## config.mk

```make
export PLATFORM = sky130hd
export DESIGN_NAME = pm_sensor_frame_trimmed_mean
export DESIGN_NICKNAME = d
export VERILOG_FILES = /design/src/sv/pmtm_pkg.sv /design/src/sv/pmtm_parser.sv /design/src/sv/pmtm_div.sv /design/src/sv/pm_sensor_frame_trimmed_mean.sv
export SDC_FILE = /design/constraint.sdc
export NUM_CORES = 2
export LEC_CHECK = 0
export ABC_AREA = 1
export BUFFER_PORTS_ARGS = -buffer_cell sky130_fd_sc_hd__buf_4
export CAP_MARGIN = 10
export CORE_MARGIN = 3
export CORE_UTILIZATION = 35
export CTS_BUF_LIST = sky130_fd_sc_hd__clkbuf_8
export CTS_CLUSTER_SIZE = 16
export DETAILED_ROUTE_END_ITERATION = 7
export GPL_ROUTABILITY_DRIVEN = 1
export GPL_TIMING_DRIVEN = 0
export PLACE_DENSITY = 0.51
export SLEW_MARGIN = 20
export SYNTH_ARGS = -nofsm -noshare
export SYNTH_HDL_FRONTEND = slang
export SYNTH_SLANG_ARGS = --single-unit
```

## constraint.sdc

```tcl
create_clock -name clk -period 5.72 [get_ports clk]
set_clock_uncertainty 0.15 [all_clocks]
set_input_delay 0 -clock clk [delete_from_list [all_inputs] [get_ports clk]]
set_output_delay 0 -clock clk [all_outputs]
set_load 0.01 [all_outputs]
```

## src/sv/pmtm_pkg.sv

```systemverilog
// pmtm_pkg: shared types, codes and constants of the particulate frame parser
// and trimmed-mean block; no dependencies
`timescale 1ns / 1ps

package pmtm_pkg;

	localparam int BODY_BYTES_DEF = 8;
	localparam int CNT_W = 32;
	localparam int PM_W = 16;
	localparam int VAL_W = 23;
	localparam int DIV_W = 36;
	localparam int CFG_W = 32;

	localparam logic [7:0] HDR_FIRST = 8'hAA;
	localparam logic [7:0] HDR_SECOND = 8'hC0;
	localparam logic [PM_W-1:0] LOW_RESET = 16'd20000;
	localparam logic [VAL_W-1:0] MEAN_MAX = 23'd6553500;
	localparam logic [CFG_W-1:0] INTERVAL_RESET = 32'd145000;
	localparam logic [CFG_W-1:0] READING_RESET = 32'd5000;

	localparam logic REG_INTERVAL = 1'b0;
	localparam logic REG_READING = 1'b1;

	localparam logic ACT_BYTE = 1'b0;
	localparam logic ACT_REPORT = 1'b1;

	localparam logic KIND_FRAME = 1'b0;
	localparam logic KIND_REPORT = 1'b1;

	typedef enum logic [1:0] {
		PH_HUNT,
		PH_SECOND,
		PH_BODY
	} parse_phase_t;

	typedef enum logic [3:0] {
		ST_IDLE,
		ST_PARSE,
		ST_CHECK,
		ST_TRIM_LOW,
		ST_TRIM_HIGH,
		ST_DIV10_GO,
		ST_DIV10_WAIT,
		ST_DIV25_GO,
		ST_DIV25_WAIT,
		ST_FINISH
	} seq_state_t;

	typedef struct packed {
		logic done;
		logic ok;
		logic [PM_W-1:0] p10;
		logic [PM_W-1:0] p25;
	} frame_t;

	typedef struct packed {
		logic done;
		logic [DIV_W-1:0] quot;
	} div_result_t;

endpackage

```

## src/sv/pmtm_parser.sv

```systemverilog
// pmtm_parser: header hunt, body byte store and checksum check
// depends on pmtm_pkg
`timescale 1ns / 1ps

module pmtm_parser #(
	parameter int BODY_BYTES = pmtm_pkg::BODY_BYTES_DEF
) (
	input  logic clk,
	input  logic arst_n,
	input  logic byte_en,
	input  logic [7:0] rx_byte,
	output pmtm_pkg::frame_t frame
);
	import pmtm_pkg::*;

	localparam int IDX_W = $clog2(BODY_BYTES);

	parse_phase_t phase_q, phase_d;
	logic [IDX_W-1:0] idx_q, idx_d;
	logic [7:0] body_q [BODY_BYTES];
	logic [7:0] sum8;
	logic last_byte;
	logic done_s1;
	logic ok_s1;
	logic [PM_W-1:0] p10_s1;
	logic [PM_W-1:0] p25_s1;

	assign last_byte = (phase_q == PH_BODY) && (idx_q == IDX_W'(BODY_BYTES - 1));

	always_comb begin
		sum8 = '0;
		for (int j = 0; j < 6; j++) begin
			sum8 = sum8 + body_q[j];
		end
	end

	always_comb begin
		phase_d = phase_q;
		idx_d = idx_q;
		if (byte_en) begin
			unique case (phase_q)
				PH_BODY: begin
					if (last_byte) begin
						phase_d = PH_HUNT;
						idx_d = '0;
					end else begin
						idx_d = idx_q + 1'b1;
					end
				end
				PH_SECOND: begin
					if (rx_byte == HDR_SECOND) begin
						phase_d = PH_BODY;
						idx_d = '0;
					end else if (rx_byte != HDR_FIRST) begin
						phase_d = PH_HUNT;
					end
				end
				default: begin
					phase_d = (rx_byte == HDR_FIRST) ? PH_SECOND : PH_HUNT;
				end
			endcase
		end
	end

	always_ff @(posedge clk or negedge arst_n) begin
		if (!arst_n) begin
			phase_q <= PH_HUNT;
			idx_q <= '0;
			done_s1 <= 1'b0;
		end else begin
			phase_q <= phase_d;
			idx_q <= idx_d;
			done_s1 <= byte_en && last_byte;
		end
	end

	always_ff @(posedge clk) begin
		if (byte_en && (phase_q == PH_BODY)) begin
			body_q[idx_q] <= rx_byte;
		end
		if (byte_en && last_byte) begin
			ok_s1 <= (sum8 == body_q[6]);
			p25_s1 <= {body_q[1], body_q[0]};
			p10_s1 <= {body_q[3], body_q[2]};
		end
	end

	assign frame = {done_s1, ok_s1, p10_s1, p25_s1};

endmodule

```

## src/sv/pmtm_div.sv

```systemverilog
// pmtm_div: restoring divider, one quotient bit per cycle
// depends on pmtm_pkg
`timescale 1ns / 1ps

module pmtm_div (
	input  logic clk,
	input  logic arst_n,
	input  logic start,
	input  logic [pmtm_pkg::DIV_W-1:0] dividend,
	input  logic [pmtm_pkg::CNT_W-1:0] divisor,
	output pmtm_pkg::div_result_t result
);
	import pmtm_pkg::*;

	localparam int STEP_W = $clog2(DIV_W);

	logic busy_q;
	logic done_q;
	logic [STEP_W-1:0] step_q;
	logic [DIV_W-1:0] dvd_q;
	logic [CNT_W-1:0] rem_q;
	logic [CNT_W-1:0] dvs_q;
	logic [CNT_W:0] trial;
	logic [CNT_W:0] diff;
	logic qbit;

	assign trial = {rem_q, dvd_q[DIV_W-1]};
	assign diff = trial - {1'b0, dvs_q};
	assign qbit = (trial >= {1'b0, dvs_q});

	always_ff @(posedge clk or negedge arst_n) begin
		if (!arst_n) begin
			busy_q <= 1'b0;
			done_q <= 1'b0;
			step_q <= '0;
		end else begin
			done_q <= 1'b0;
			if (start) begin
				busy_q <= 1'b1;
				step_q <= '0;
			end else if (busy_q) begin
				step_q <= step_q + 1'b1;
				if (step_q == STEP_W'(DIV_W - 1)) begin
					busy_q <= 1'b0;
					done_q <= 1'b1;
				end
			end
		end
	end

	always_ff @(posedge clk) begin
		if (start) begin
			dvd_q <= dividend;
			dvs_q <= divisor;
			rem_q <= '0;
		end else if (busy_q) begin
			dvd_q <= {dvd_q[DIV_W-2:0], qbit};
			rem_q <= qbit ? diff[CNT_W-1:0] : trial[CNT_W-1:0];
		end
	end

	assign result = {done_q, dvd_q};

endmodule

```

## src/sv/pm_sensor_frame_trimmed_mean.sv

```systemverilog
// pm_sensor_frame_trimmed_mean: top level, sequencer, accumulators and result register
// depends on pmtm_pkg, pmtm_parser, pmtm_div
`timescale 1ns / 1ps
//
// Input stream (s_*): one transfer is one item. s_tuser = 0 carries a received
// serial byte, s_tuser = 1 asks for a report closing the interval. Bytes are
// scanned for the two-byte header, then an eight-byte body is collected; the
// last body byte yields a frame result. A report yields one result with the
// trimmed floor means in tenths, window flags and the running error count.
// Output stream (m_*): m_tuser tells a frame result from a report result.
// A byte passes the parse and check states to the result on m_*, and the
// sequencer then returns to idle. A report passes the trim states and the
// shared 36-step divider, run once for each of the two means; a report with
// no frames left skips both divisions.
// s_tready is high only when the sequencer is idle and the result register is
// empty or being emptied; a stalled receiver holds the result and the block.
// Reset clears parse state, accumulators, error count and loads register
// defaults; there is no clearing pass. cfg_* writes reach the window
// threshold via the interval/reading registers, then the threshold register.
//

module pm_sensor_frame_trimmed_mean #(
	parameter int BODY_BYTES = pmtm_pkg::BODY_BYTES_DEF
) (
	input  logic clk,
	input  logic arst_n,
	input  logic s_tvalid,
	output logic s_tready,
	input  logic [39:0] s_tdata, // rx_byte[7:0], elapsed_ms[39:8]
	input  logic s_tuser,        // action
	output logic m_tvalid,
	input  logic m_tready,
	// frame_ok[0], frame_counted[1], pm10_value[24:2], pm25_value[47:25],
	// report_valid[48], report_short[49], error_total[81:50], zero fill
	output logic [87:0] m_tdata,
	output logic m_tuser,        // kind
	input  logic cfg_we,
	input  logic cfg_index,
	input  logic [pmtm_pkg::CFG_W-1:0] cfg_wdata
);
	import pmtm_pkg::*;

	seq_state_t state_q, state_d;

	logic [CFG_W-1:0] interval_q;
	logic [CFG_W-1:0] reading_q;
	logic [CFG_W-1:0] thresh_q;

	logic action_q;
	logic [7:0] byte_q;
	logic [31:0] elapsed_q;

	logic [CNT_W-1:0] pm10_total_q;
	logic [CNT_W-1:0] pm25_total_q;
	logic [CNT_W-1:0] sample_count_q;
	logic [PM_W-1:0] pm10_low_q;
	logic [PM_W-1:0] pm10_high_q;
	logic [PM_W-1:0] pm25_low_q;
	logic [PM_W-1:0] pm25_high_q;
	logic [CNT_W-1:0] error_q;
	logic [VAL_W-1:0] mean10_q;
	logic [VAL_W-1:0] mean25_q;

	logic out_valid_q;
	logic out_kind_q;
	logic [81:0] out_data_q;

	logic accept;
	logic byte_en;
	logic div_start;
	logic [CNT_W-1:0] div_total;
	logic [DIV_W-1:0] div_dividend;
	logic [VAL_W-1:0] div_sat;
	logic counted;
	logic trim_en;
	logic shrt;
	logic [CNT_W-1:0] error_next;
	frame_t frame;
	div_result_t div_res;

	pmtm_parser #(
		.BODY_BYTES(BODY_BYTES)
	) u_parser (
		.clk(clk),
		.arst_n(arst_n),
		.byte_en(byte_en),
		.rx_byte(byte_q),
		.frame(frame)
	);

	pmtm_div u_div (
		.clk(clk),
		.arst_n(arst_n),
		.start(div_start),
		.dividend(div_dividend),
		.divisor(sample_count_q),
		.result(div_res)
	);

	assign s_tready = (state_q == ST_IDLE) && (!out_valid_q || m_tready);
	assign accept = s_tvalid && s_tready;

	assign div_total = (state_q == ST_DIV25_GO) ? pm25_total_q : pm10_total_q;
	assign div_dividend = ({4'b0, div_total} << 3) + ({4'b0, div_total} << 1);
	assign div_sat = (div_res.quot > DIV_W'(MEAN_MAX)) ? MEAN_MAX : div_res.quot[VAL_W-1:0];

	assign counted = frame.ok && (elapsed_q > thresh_q);
	assign trim_en = (sample_count_q > CNT_W'(2));
	assign shrt = (sample_count_q < CNT_W'(3));
	assign error_next = error_q + CNT_W'(shrt);

	always_comb begin
		state_d = state_q;
		byte_en = 1'b0;
		div_start = 1'b0;
		unique case (state_q)
			ST_IDLE: begin
				if (accept) begin
					state_d = ST_PARSE;
				end
			end
			ST_PARSE: begin
				byte_en = (action_q == ACT_BYTE);
				state_d = (action_q == ACT_REPORT) ? ST_TRIM_LOW : ST_CHECK;
			end
			ST_CHECK: state_d = ST_IDLE;
			ST_TRIM_LOW: state_d = ST_TRIM_HIGH;
			ST_TRIM_HIGH: state_d = ST_DIV10_GO;
			ST_DIV10_GO: begin
				if (sample_count_q == '0) begin
					state_d = ST_FINISH;
				end else begin
					div_start = 1'b1;
					state_d = ST_DIV10_WAIT;
				end
			end
			ST_DIV10_WAIT: begin
				if (div_res.done) begin
					state_d = ST_DIV25_GO;
				end
			end
			ST_DIV25_GO: begin
				div_start = 1'b1;
				state_d = ST_DIV25_WAIT;
			end
			ST_DIV25_WAIT: begin
				if (div_res.done) begin
					state_d = ST_FINISH;
				end
			end
			ST_FINISH: state_d = ST_IDLE;
			default: state_d = ST_IDLE;
		endcase
	end

	always_ff @(posedge clk or negedge arst_n) begin
		if (!arst_n) begin
			state_q <= ST_IDLE;
		end else begin
			state_q <= state_d;
		end
	end

	always_ff @(posedge clk or negedge arst_n) begin
		if (!arst_n) begin
			interval_q <= INTERVAL_RESET;
			reading_q <= READING_RESET;
			thresh_q <= INTERVAL_RESET - READING_RESET;
		end else begin
			thresh_q <= interval_q - reading_q;
			if (cfg_we) begin
				unique case (cfg_index)
					REG_INTERVAL: interval_q <= cfg_wdata;
					REG_READING: reading_q <= cfg_wdata;
					default: ;
				endcase
			end
		end
	end

	always_ff @(posedge clk) begin
		if (accept) begin
			action_q <= s_tuser;
			byte_q <= s_tdata[7:0];
			elapsed_q <= s_tdata[39:8];
		end
		if ((state_q == ST_DIV10_WAIT) && div_res.done) begin
			mean10_q <= div_sat;
		end
		if ((state_q == ST_DIV25_WAIT) && div_res.done) begin
			mean25_q <= div_sat;
		end
	end

	always_ff @(posedge clk or negedge arst_n) begin
		if (!arst_n) begin
			pm10_total_q <= '0;
			pm25_total_q <= '0;
			sample_count_q <= '0;
			pm10_low_q <= LOW_RESET;
			pm10_high_q <= '0;
			pm25_low_q <= LOW_RESET;
			pm25_high_q <= '0;
			error_q <= '0;
		end else begin
			unique case (state_q)
				ST_CHECK: begin
					if (frame.done && counted) begin
						pm10_total_q <= pm10_total_q + CNT_W'(frame.p10);
						pm25_total_q <= pm25_total_q + CNT_W'(frame.p25);
						sample_count_q <= sample_count_q + 1'b1;
						if (frame.p10 < pm10_low_q) pm10_low_q <= frame.p10;
						if (frame.p10 > pm10_high_q) pm10_high_q <= frame.p10;
						if (frame.p25 < pm25_low_q) pm25_low_q <= frame.p25;
						if (frame.p25 > pm25_high_q) pm25_high_q <= frame.p25;
					end
				end
				ST_TRIM_LOW: begin
					if (trim_en) begin
						pm10_total_q <= pm10_total_q - CNT_W'(pm10_low_q);
						pm25_total_q <= pm25_total_q - CNT_W'(pm25_low_q);
					end
				end
				ST_TRIM_HIGH: begin
					if (trim_en) begin
						pm10_total_q <= pm10_total_q - CNT_W'(pm10_high_q);
						pm25_total_q <= pm25_total_q - CNT_W'(pm25_high_q);
						sample_count_q <= sample_count_q - CNT_W'(2);
					end
				end
				ST_FINISH: begin
					error_q <= error_next;
					pm10_total_q <= '0;
					pm25_total_q <= '0;
					sample_count_q <= '0;
					pm10_low_q <= LOW_RESET;
					pm10_high_q <= '0;
					pm25_low_q <= LOW_RESET;
					pm25_high_q <= '0;
				end
				default: ;
			endcase
		end
	end

	always_ff @(posedge clk or negedge arst_n) begin
		if (!arst_n) begin
			out_valid_q <= 1'b0;
		end else if (((state_q == ST_CHECK) && frame.done) || (state_q == ST_FINISH)) begin
			out_valid_q <= 1'b1;
		end else if (m_tready) begin
			out_valid_q <= 1'b0;
		end
	end

	always_ff @(posedge clk) begin
		if ((state_q == ST_CHECK) && frame.done) begin
			out_kind_q <= KIND_FRAME;
			out_data_q <= {error_q, 1'b0, 1'b0, VAL_W'(frame.p25), VAL_W'(frame.p10),
				counted, frame.ok};
		end else if (state_q == ST_FINISH) begin
			out_kind_q <= KIND_REPORT;
			if (sample_count_q == '0) begin
				out_data_q <= {error_next, 1'b1, 1'b0, VAL_W'(0), VAL_W'(0), 1'b0, 1'b0};
			end else begin
				out_data_q <= {error_next, shrt, 1'b1, mean25_q, mean10_q, 1'b0, 1'b0};
			end
		end
	end

	assign m_tvalid = out_valid_q;
	assign m_tuser = out_kind_q;
	assign m_tdata = {6'b0, out_data_q};

	a_ready_only_idle: assert property (@(posedge clk) disable iff (!arst_n)
		s_tready |-> (state_q == ST_IDLE))
		else $error("input ready outside idle");

	a_finish_clears: assert property (@(posedge clk) disable iff (!arst_n)
		(state_q == ST_FINISH) |=> (sample_count_q == '0) && (pm10_total_q == '0))
		else $error("accumulators not cleared after report");

	a_low_bounded: assert property (@(posedge clk) disable iff (!arst_n)
		(pm10_low_q <= LOW_RESET) && (pm25_low_q <= LOW_RESET))
		else $error("minimum above its reset value");

	a_div_sequence: assert property (@(posedge clk) disable iff (!arst_n)
		((state_q == ST_DIV10_WAIT) && div_res.done) |=> (state_q == ST_DIV25_GO))
		else $error("second division not started");

	a_start_nonzero: assert property (@(posedge clk) disable iff (!arst_n)
		div_start |-> (sample_count_q != '0))
		else $error("division started with zero count");

endmodule

```

=== Word level (Yosys, flattened, before mapping) ===
Memory sizes are Yosys's and may differ from the RTL's.
Index checks and enable logic that the tools add are counted.

* Order comparisons: 9
* Equality and inequality tests: 30
* Mux-type cells: 60
* Bitwise logic cells: 2
* Reduce and logical (&&, ||, !) cells: 33
* Add/sub/neg operators: 19

{| class="wikitable"
|+ Operators with widths
! operator !! count
|-
| $mux 32 || 10
|-
| $pmux 32 s4 || 2
|-
| $mux 82 || 2
|-
| $mux 16 || 8
|-
| $pmux 16 s2 || 4
|-
| $sub 32x16->32 || 4
|-
| $pmux 32 s3 || 1
|-
| $mux 36 || 2
|-
| $add 32x16->32 || 2
|-
| $sub 32x32->32 || 2
|-
| $mux 50 || 1
|-
| $add 8x8->8 || 5
|-
| $add 35x33->36 || 1
|-
| $gt 36x23->1 const B || 1
|-
| $ge 33x32->1 || 1
|-
| $add 32x1->32 || 1
|-
| $add 32x1->32 const B || 1
|-
| $gt 16x16->1 || 2
|-
| $gt 32x2->1 const B || 1
|-
| $gt 32x32->1 || 1
|-
| $logic_not 32->1 || 1
|-
| $lt 16x16->1 || 2
|-
| $lt 32x2->1 const B || 1
|-
| $pmux 4 s8 || 1
|-
| other kinds (37) || 96
|}

* Register bits: 610
* Logic and storage cells: 187
* Output and inout port bits: 91
* RAM bits: 64
* Memories kept: 1
* Input bits: 79

{| class="wikitable"
|+ Memories
! memory !! words !! width !! read ports !! clocked after memory_dff !! wr ports !! RTL line !! text
|-
| u_parser.body_q || 8 || 8 || 7 || 0 || 1 || pmtm_parser.sv:20 || <nowiki>logic [7:0] body_q [BODY_BYTES];</nowiki>
|}

=== Logic depth before layout (Yosys ltp) ===
An unclocked memory read counts as a cell.

* Word-level depth: 7
* Mapped depth: 28
* Depth with buffers taken out: 28

=== Cells and area by module ===
A second synthesis with hierarchy kept.

* Cell total of the unflattened synthesis: 6050
* Area, all modules: 45172.1 um2

{| class="wikitable"
|+ By module, submodules not included
! module !! instances !! area an instance (um2) !! cells an instance !! sequential area each (um2)
|-
| pm_sensor_frame_trimmed_mean || 1 || 33782.4 || 4713 || 12303.0
|-
| pmtm_div || 1 || 7086.8 || 1014 || 2882.8
|-
| pmtm_parser || 1 || 4302.9 || 323 || 2822.7
|}

=== Least setup slack after synthesis ===
Ideal clock, no wire load.

* Path kind: flip-flop to flip-flop
* Start point: register state_q[2]
* End point: register state_q[0]
* Data required time: 5.472 ns
* Buffers on the path: 0
* Clock period less this slack: 4.516 ns
* Library setup time: 0.098 ns
* Slack: 1.204 ns
* Stages on the path, launching flop included: 8
* Arrival: 4.268 ns
* Cell sequence: dfrtp_1 > inv_2 > nand2_1 > nor2_1 > inv_1 > nor3b_1 > o22ai_1 > a41oi_1

* Longest elaborated chain between the ends: 5
* Elaborated cells on any way between the ends: 15
* Classes of those cells: 10 x eq/ne; 1 x mux; 4 x reduce/logical

{| class="wikitable"
|+ Ends and longest elaborated chain
! element !! RTL line !! text
|-
| start, declared || pm_sensor_frame_trimmed_mean.sv:43 || <nowiki>seq_state_t state_q, state_d;</nowiki>
|-
| start signal, assigned || pm_sensor_frame_trimmed_mean.sv:160 || <nowiki>state_q <= state_d;</nowiki>
|-
| $logic_not 4->1 || pm_sensor_frame_trimmed_mean.sv:100 || <nowiki>assign s_tready = (state_q == ST_IDLE) && (!out_valid_q || m_tready);</nowiki>
|-
| $logic_and 1x1->1 || pm_sensor_frame_trimmed_mean.sv:100 ||
|-
| $logic_and 1x1->1 || pm_sensor_frame_trimmed_mean.sv:101 || <nowiki>assign accept = s_tvalid && s_tready;</nowiki>
|-
| named net accept || pm_sensor_frame_trimmed_mean.sv:68 || <nowiki>logic accept;</nowiki>
|-
| $ne 2x2->1 (no source line) || n/a ||
|-
| $reduce_and 3->1 (no source line) || n/a ||
|}

The timed path passes the listed nets, and every way through them passes these cells.
A chain may end at the register's enable or synchronous reset.

=== Worst setup path after layout ===
* Start point: register state_q[1]
* End point: register pm25_total_q[16]

* Longest elaborated chain between the ends: 3
* Elaborated cells on any way between the ends: 10
* Classes of those cells: 7 x eq/ne; 1 x mux; 2 x reduce/logical

{| class="wikitable"
|+ Ends and longest elaborated chain
! element !! RTL line !! text
|-
| $eq 4x2->1, or another cell as far along || pm_sensor_frame_trimmed_mean.sv:206 || <nowiki>unique case (state_q)</nowiki>
|-
| $reduce_bool 4->1 (no source line) or $ne 2x2->1 (tied branches) || n/a ||
|-
| $reduce_and 4->1 (no source line) || n/a ||
|-
| end signal, assigned || pm_sensor_frame_trimmed_mean.sv:210 || <nowiki>pm25_total_q <= pm25_total_q + CNT_W'(frame.p25);</nowiki>
|-
| end signal, assigned || pm_sensor_frame_trimmed_mean.sv:221 || <nowiki>pm25_total_q <= pm25_total_q - CNT_W'(pm25_low_q);</nowiki>
|-
| end signal, assigned || pm_sensor_frame_trimmed_mean.sv:227 || <nowiki>pm25_total_q <= pm25_total_q - CNT_W'(pm25_high_q);</nowiki>
|-
| end, declared || pm_sensor_frame_trimmed_mean.sv:54 || <nowiki>logic [CNT_W-1:0] pm25_total_q;</nowiki>
|}

Parallel ways exist; a longest one is shown, timed or not.

==> impl_metrics.json <==
{
  "start_util_pct": 35.3,
  "cap_violations": 0,
  "drive_gt1_share_pct": 7.87,
  "clock-sinks": 666,
  "post_cts_buffers": 0,
  "hold_path_class": "in -> async",
  "areaGrowthSynthToFinish_pct": 17.4,
  "mostFrequentLayoutCells": "1944 x nand2_1, 957 x inv_1, 507 x nand3_1",
  "grt_max_degree": 74,
  "critPathRequiredTime_ps": 6290,
  "ios": 170,
  "cts_hold_buf": 163,
  "port_buffers": 163,
  "drv_slew": 0,
  "hold_viol": 0,
  "synth-seq-cells": 666,
  "wl_mm": 153,
  "max_freq_ghz": 0.195,
  "finalSetupViolCount": 0,
  "cts_made_buffers": 120,
  "placed_cell_area_um2": 48100,
  "synthFlopType": "edfxtp_1",
  "multi_input_area_um2": 22200,
  "p_per_area_nw_per_um2": 515,
  "num-fill-cells": 13200,
  "dr_wl_met3_mm": 8.31,
  "grt_overflow": 0,
  "rows": 130,
  "antenna_found_initial": 3,
  "finalInstanceArea_um2": 52200,
  "irDropWorstVdd_mv": 0.253,
  "die_w_um": 362,
  "critPathCaptureType": "flip-flop",
  "synth_warnings": 0,
  "die_h_um": 362,
  "wl_met2_mm": 68.8,
  "path_clk_slew_ps": 60,
  "routedWlPerCell_um": 18.4,
  "grt_pass1_vias": 39800,
  "yosysTopAreaCellShare_pct": 20.9,
  "drc_errors": 0,
  "netlist_area_um2": 44400,
  "syn_inst": 6051,
  "status": "complete, no violations",
  "synth-async-reset-ratio_pct": 46.1,
  "crit_arrival_ps": 5700,
  "nets": 6902,
  "tns_ps": 0,
  "core_area_um2": 126000,
  "cts_tree": "done",
  "hold_ws_ps": 105,
  "p_leak_nw": 25.7,
  "area.sequential_um2": 18000,
  "dieArea_um2": 131000,
  "rsz0062_at_grt": "no",
  "via_per_inst": 4.91,
  "drt_iter0_markers": 3256,
  "grt_use_total_pct": 23.1,
  "clock_latency_ps": 840,
  "h-tree-depth": 3,
  "gp_congestion": 0.963,
  "ys_seq_area_share_pct": 40.5,
  "crit_fanout": 10,
  "yosysUniqueCellTypes": 54,
  "cts.path.max_buffers": 3,
  "synth_area_leader_cell": "edfxtp_1",
  "synth_edf_count": 310,
  "worst_pin_slew_ps": 1130,
  "fin_crit_ps": 5120,
  "critical_path_class": "reg -> reg",
  "layout_commonest_cell": "nand2_1",
  "dp_slack_ps": 671,
  "route.antenna.remaining_nets": 0,
  "timing.max_slew.rel_slack_pct": 24.2,
  "dr.pass1.iters": 6,
  "ctsRootBufferMaster": "clkbuf_8",
  "top_layer_used": "met4",
  "synth.area.top_cells": "edfxtp_1 21%, nand2_1 16%, dfrtp_1 16%, inv_1 7.8%, ha_1 7.6%",
  "avgSynthCellArea_um2": 7.34,
  "cts_resized": 0,
  "critPathLaunchType": "flip-flop",
  "wl_met1_mm": 71.9,
  "dpl.hpwl_mm": 120,
  "timing.final.crit_share_pct": 89.6,
  "grt_pass1_wl_mm": 234,
  "setup_ws_ps": 597,
  "vias": 40600
}
[cells in the mapped netlist, types with 2 or more instances]
| library cell | instances |
|---|---|
| a31o_2 | 2 |
| inv_2 | 6 |
| o31ai_1 | 10 |
| nor3_1 | 74 |
| ha_1 | 271 |
| nor3b_1 | 2 |
| xor2_1 | 84 |
| o21a_1 | 14 |
| a21boi_0 | 5 |
| fa_1 | 32 |
| edfxtp_1 | 310 |
| a31oi_1 | 26 |
| nor2_2 | 6 |
| o21ai_0 | 306 |
| a21oi_1 | 200 |
| and3_1 | 2 |
| nand3b_1 | 49 |
| nor2_4 | 7 |
| dfrtp_1 | 278 |
| nand3_1 | 507 |
| nor4_1 | 11 |
| nand4_1 | 75 |
| dfstp_2 | 29 |
| buf_6 | 5 |
| nor2_1 | 479 |
| a21oi_2 | 5 |
| o22ai_1 | 30 |
| or2_1 | 3 |
| nand2_2 | 5 |
| buf_4 | 21 |
| or2_2 | 12 |
| o21ai_1 | 13 |
| o221ai_1 | 4 |
| a21o_1 | 7 |
| dfxtp_1 | 49 |
| buf_2 | 43 |
| clkbuf_1 | 90 |
| nand2b_1 | 3 |
| and2_1 | 9 |
| inv_1 | 923 |
| o21bai_1 | 12 |
| buf_1 | 10 |
| nand2_1 | 1945 |
| xnor2_1 | 66 |
| nand2_8 | 2 |
[critical path, stage by stage (launching register included)]
cell      delay, ps
dfrtp_1         370
inv_1            60
nand2_1         160
nor2_4          120
inv_1           150
clkbuf_1        690
clkbuf_1        670
o22ai_1         160
a31oi_1         540
ha_1            410
nand2_1         140
inv_1            90
nand2_1          70
nand2_1          70
nand2_1          90
nand3_1         260
nand2_1         170
nand3_1          70
a21oi_1         320
nand3_1         130
nand2_1         100
[state kept, by name, indices dropped and copies added (netlist names), 23 cells and up]
name and count:
out_data_q 82, u_parser.body_q 56, u_div.dvd_q 36, elapsed_q 32
error_q 32, interval_q 32, pm10_total_q 32, pm25_total_q 32
reading_q 32, sample_count_q 32, thresh_q 32, u_div.dvs_q 32
u_div.rem_q 32, mean10_q 23, mean25_q 23
[where the power goes]
group,internal [mW],switching [mW]
registers,6.42,0.896
logic,4.94,9.97
clock network,2.41,2.24
[worst paths after layout]
kind | from | to | slack [ps] | depth (start not counted)
worst min register to register | sample_count_q[5] | u_div.dvs_q[5] | 300 | 0
min in group clk | cfg_we | interval_q[31] | 190 | 5
max in group asynchronous | arst_n | reading_q[3] | 4140 | 6
worst max register to register | state_q[1] | pm25_total_q[16] | 600 | 20
worst min-delay path | arst_n | u_div.step_q[0] | 110 | 4
worst max-delay path | state_q[1] | pm25_total_q[16] | 600 | 20
[per-layer routing]
layer,up-vias,track usage [%]
met5,-,0
met1,19000,32.4
met4,0,6.26
met2,1069,37.4
li1,20400,-
met3,195,3.01
[per-stage QoR]
| stage | power, mW | instances | utilization (%) |
|---|---|---|---|
| 2_1_floorplan | 17.5 | 6056 | - |
| 3_3_place_gp | 21.9 | 7869 | 37.9 |
| 3_5_place_dp | 22.1 | 7885 | 38.2 |
| 4_1_cts | 27.0 | 8274 | 41.5 |
| 5_1_grt | 29.3 | 8275 | 41.5 |
| 6_report | 26.9 | 8275 | 41.5 |
[cell type report]
type / count / share of cell area, %
inverters: 930 / 6.69
plain buffers: 169 / 1.54
multi-input cells: 4291 / 42.6
well taps: 1650 / 3.96
diodes: 1 / 0.00479
flip-flops and latches: 666 / 34.5
repair buffers: 342 / 6.01
clock inverters: 85 / 1.00
clock buffers: 141 / 3.72
[kinds of logic (layout without fill, tap and decap cells)]
kind of cell / after synthesis / count (layout) / synth area share [%]
simple gates: 3196 / 3196 / 30.1
buf+inv: 1099 / 1667 / 9.66
flops: 666 / 666 / 40.5
compound gates: 636 / 636 / 7.70
fa+ha+maj: 303 / 303 / 9.07
xor+xnor: 150 / 150 / 2.96
other cells: 1 / 7 / 0.00844
No activity file was read; power rests on OpenSTA's default activity.
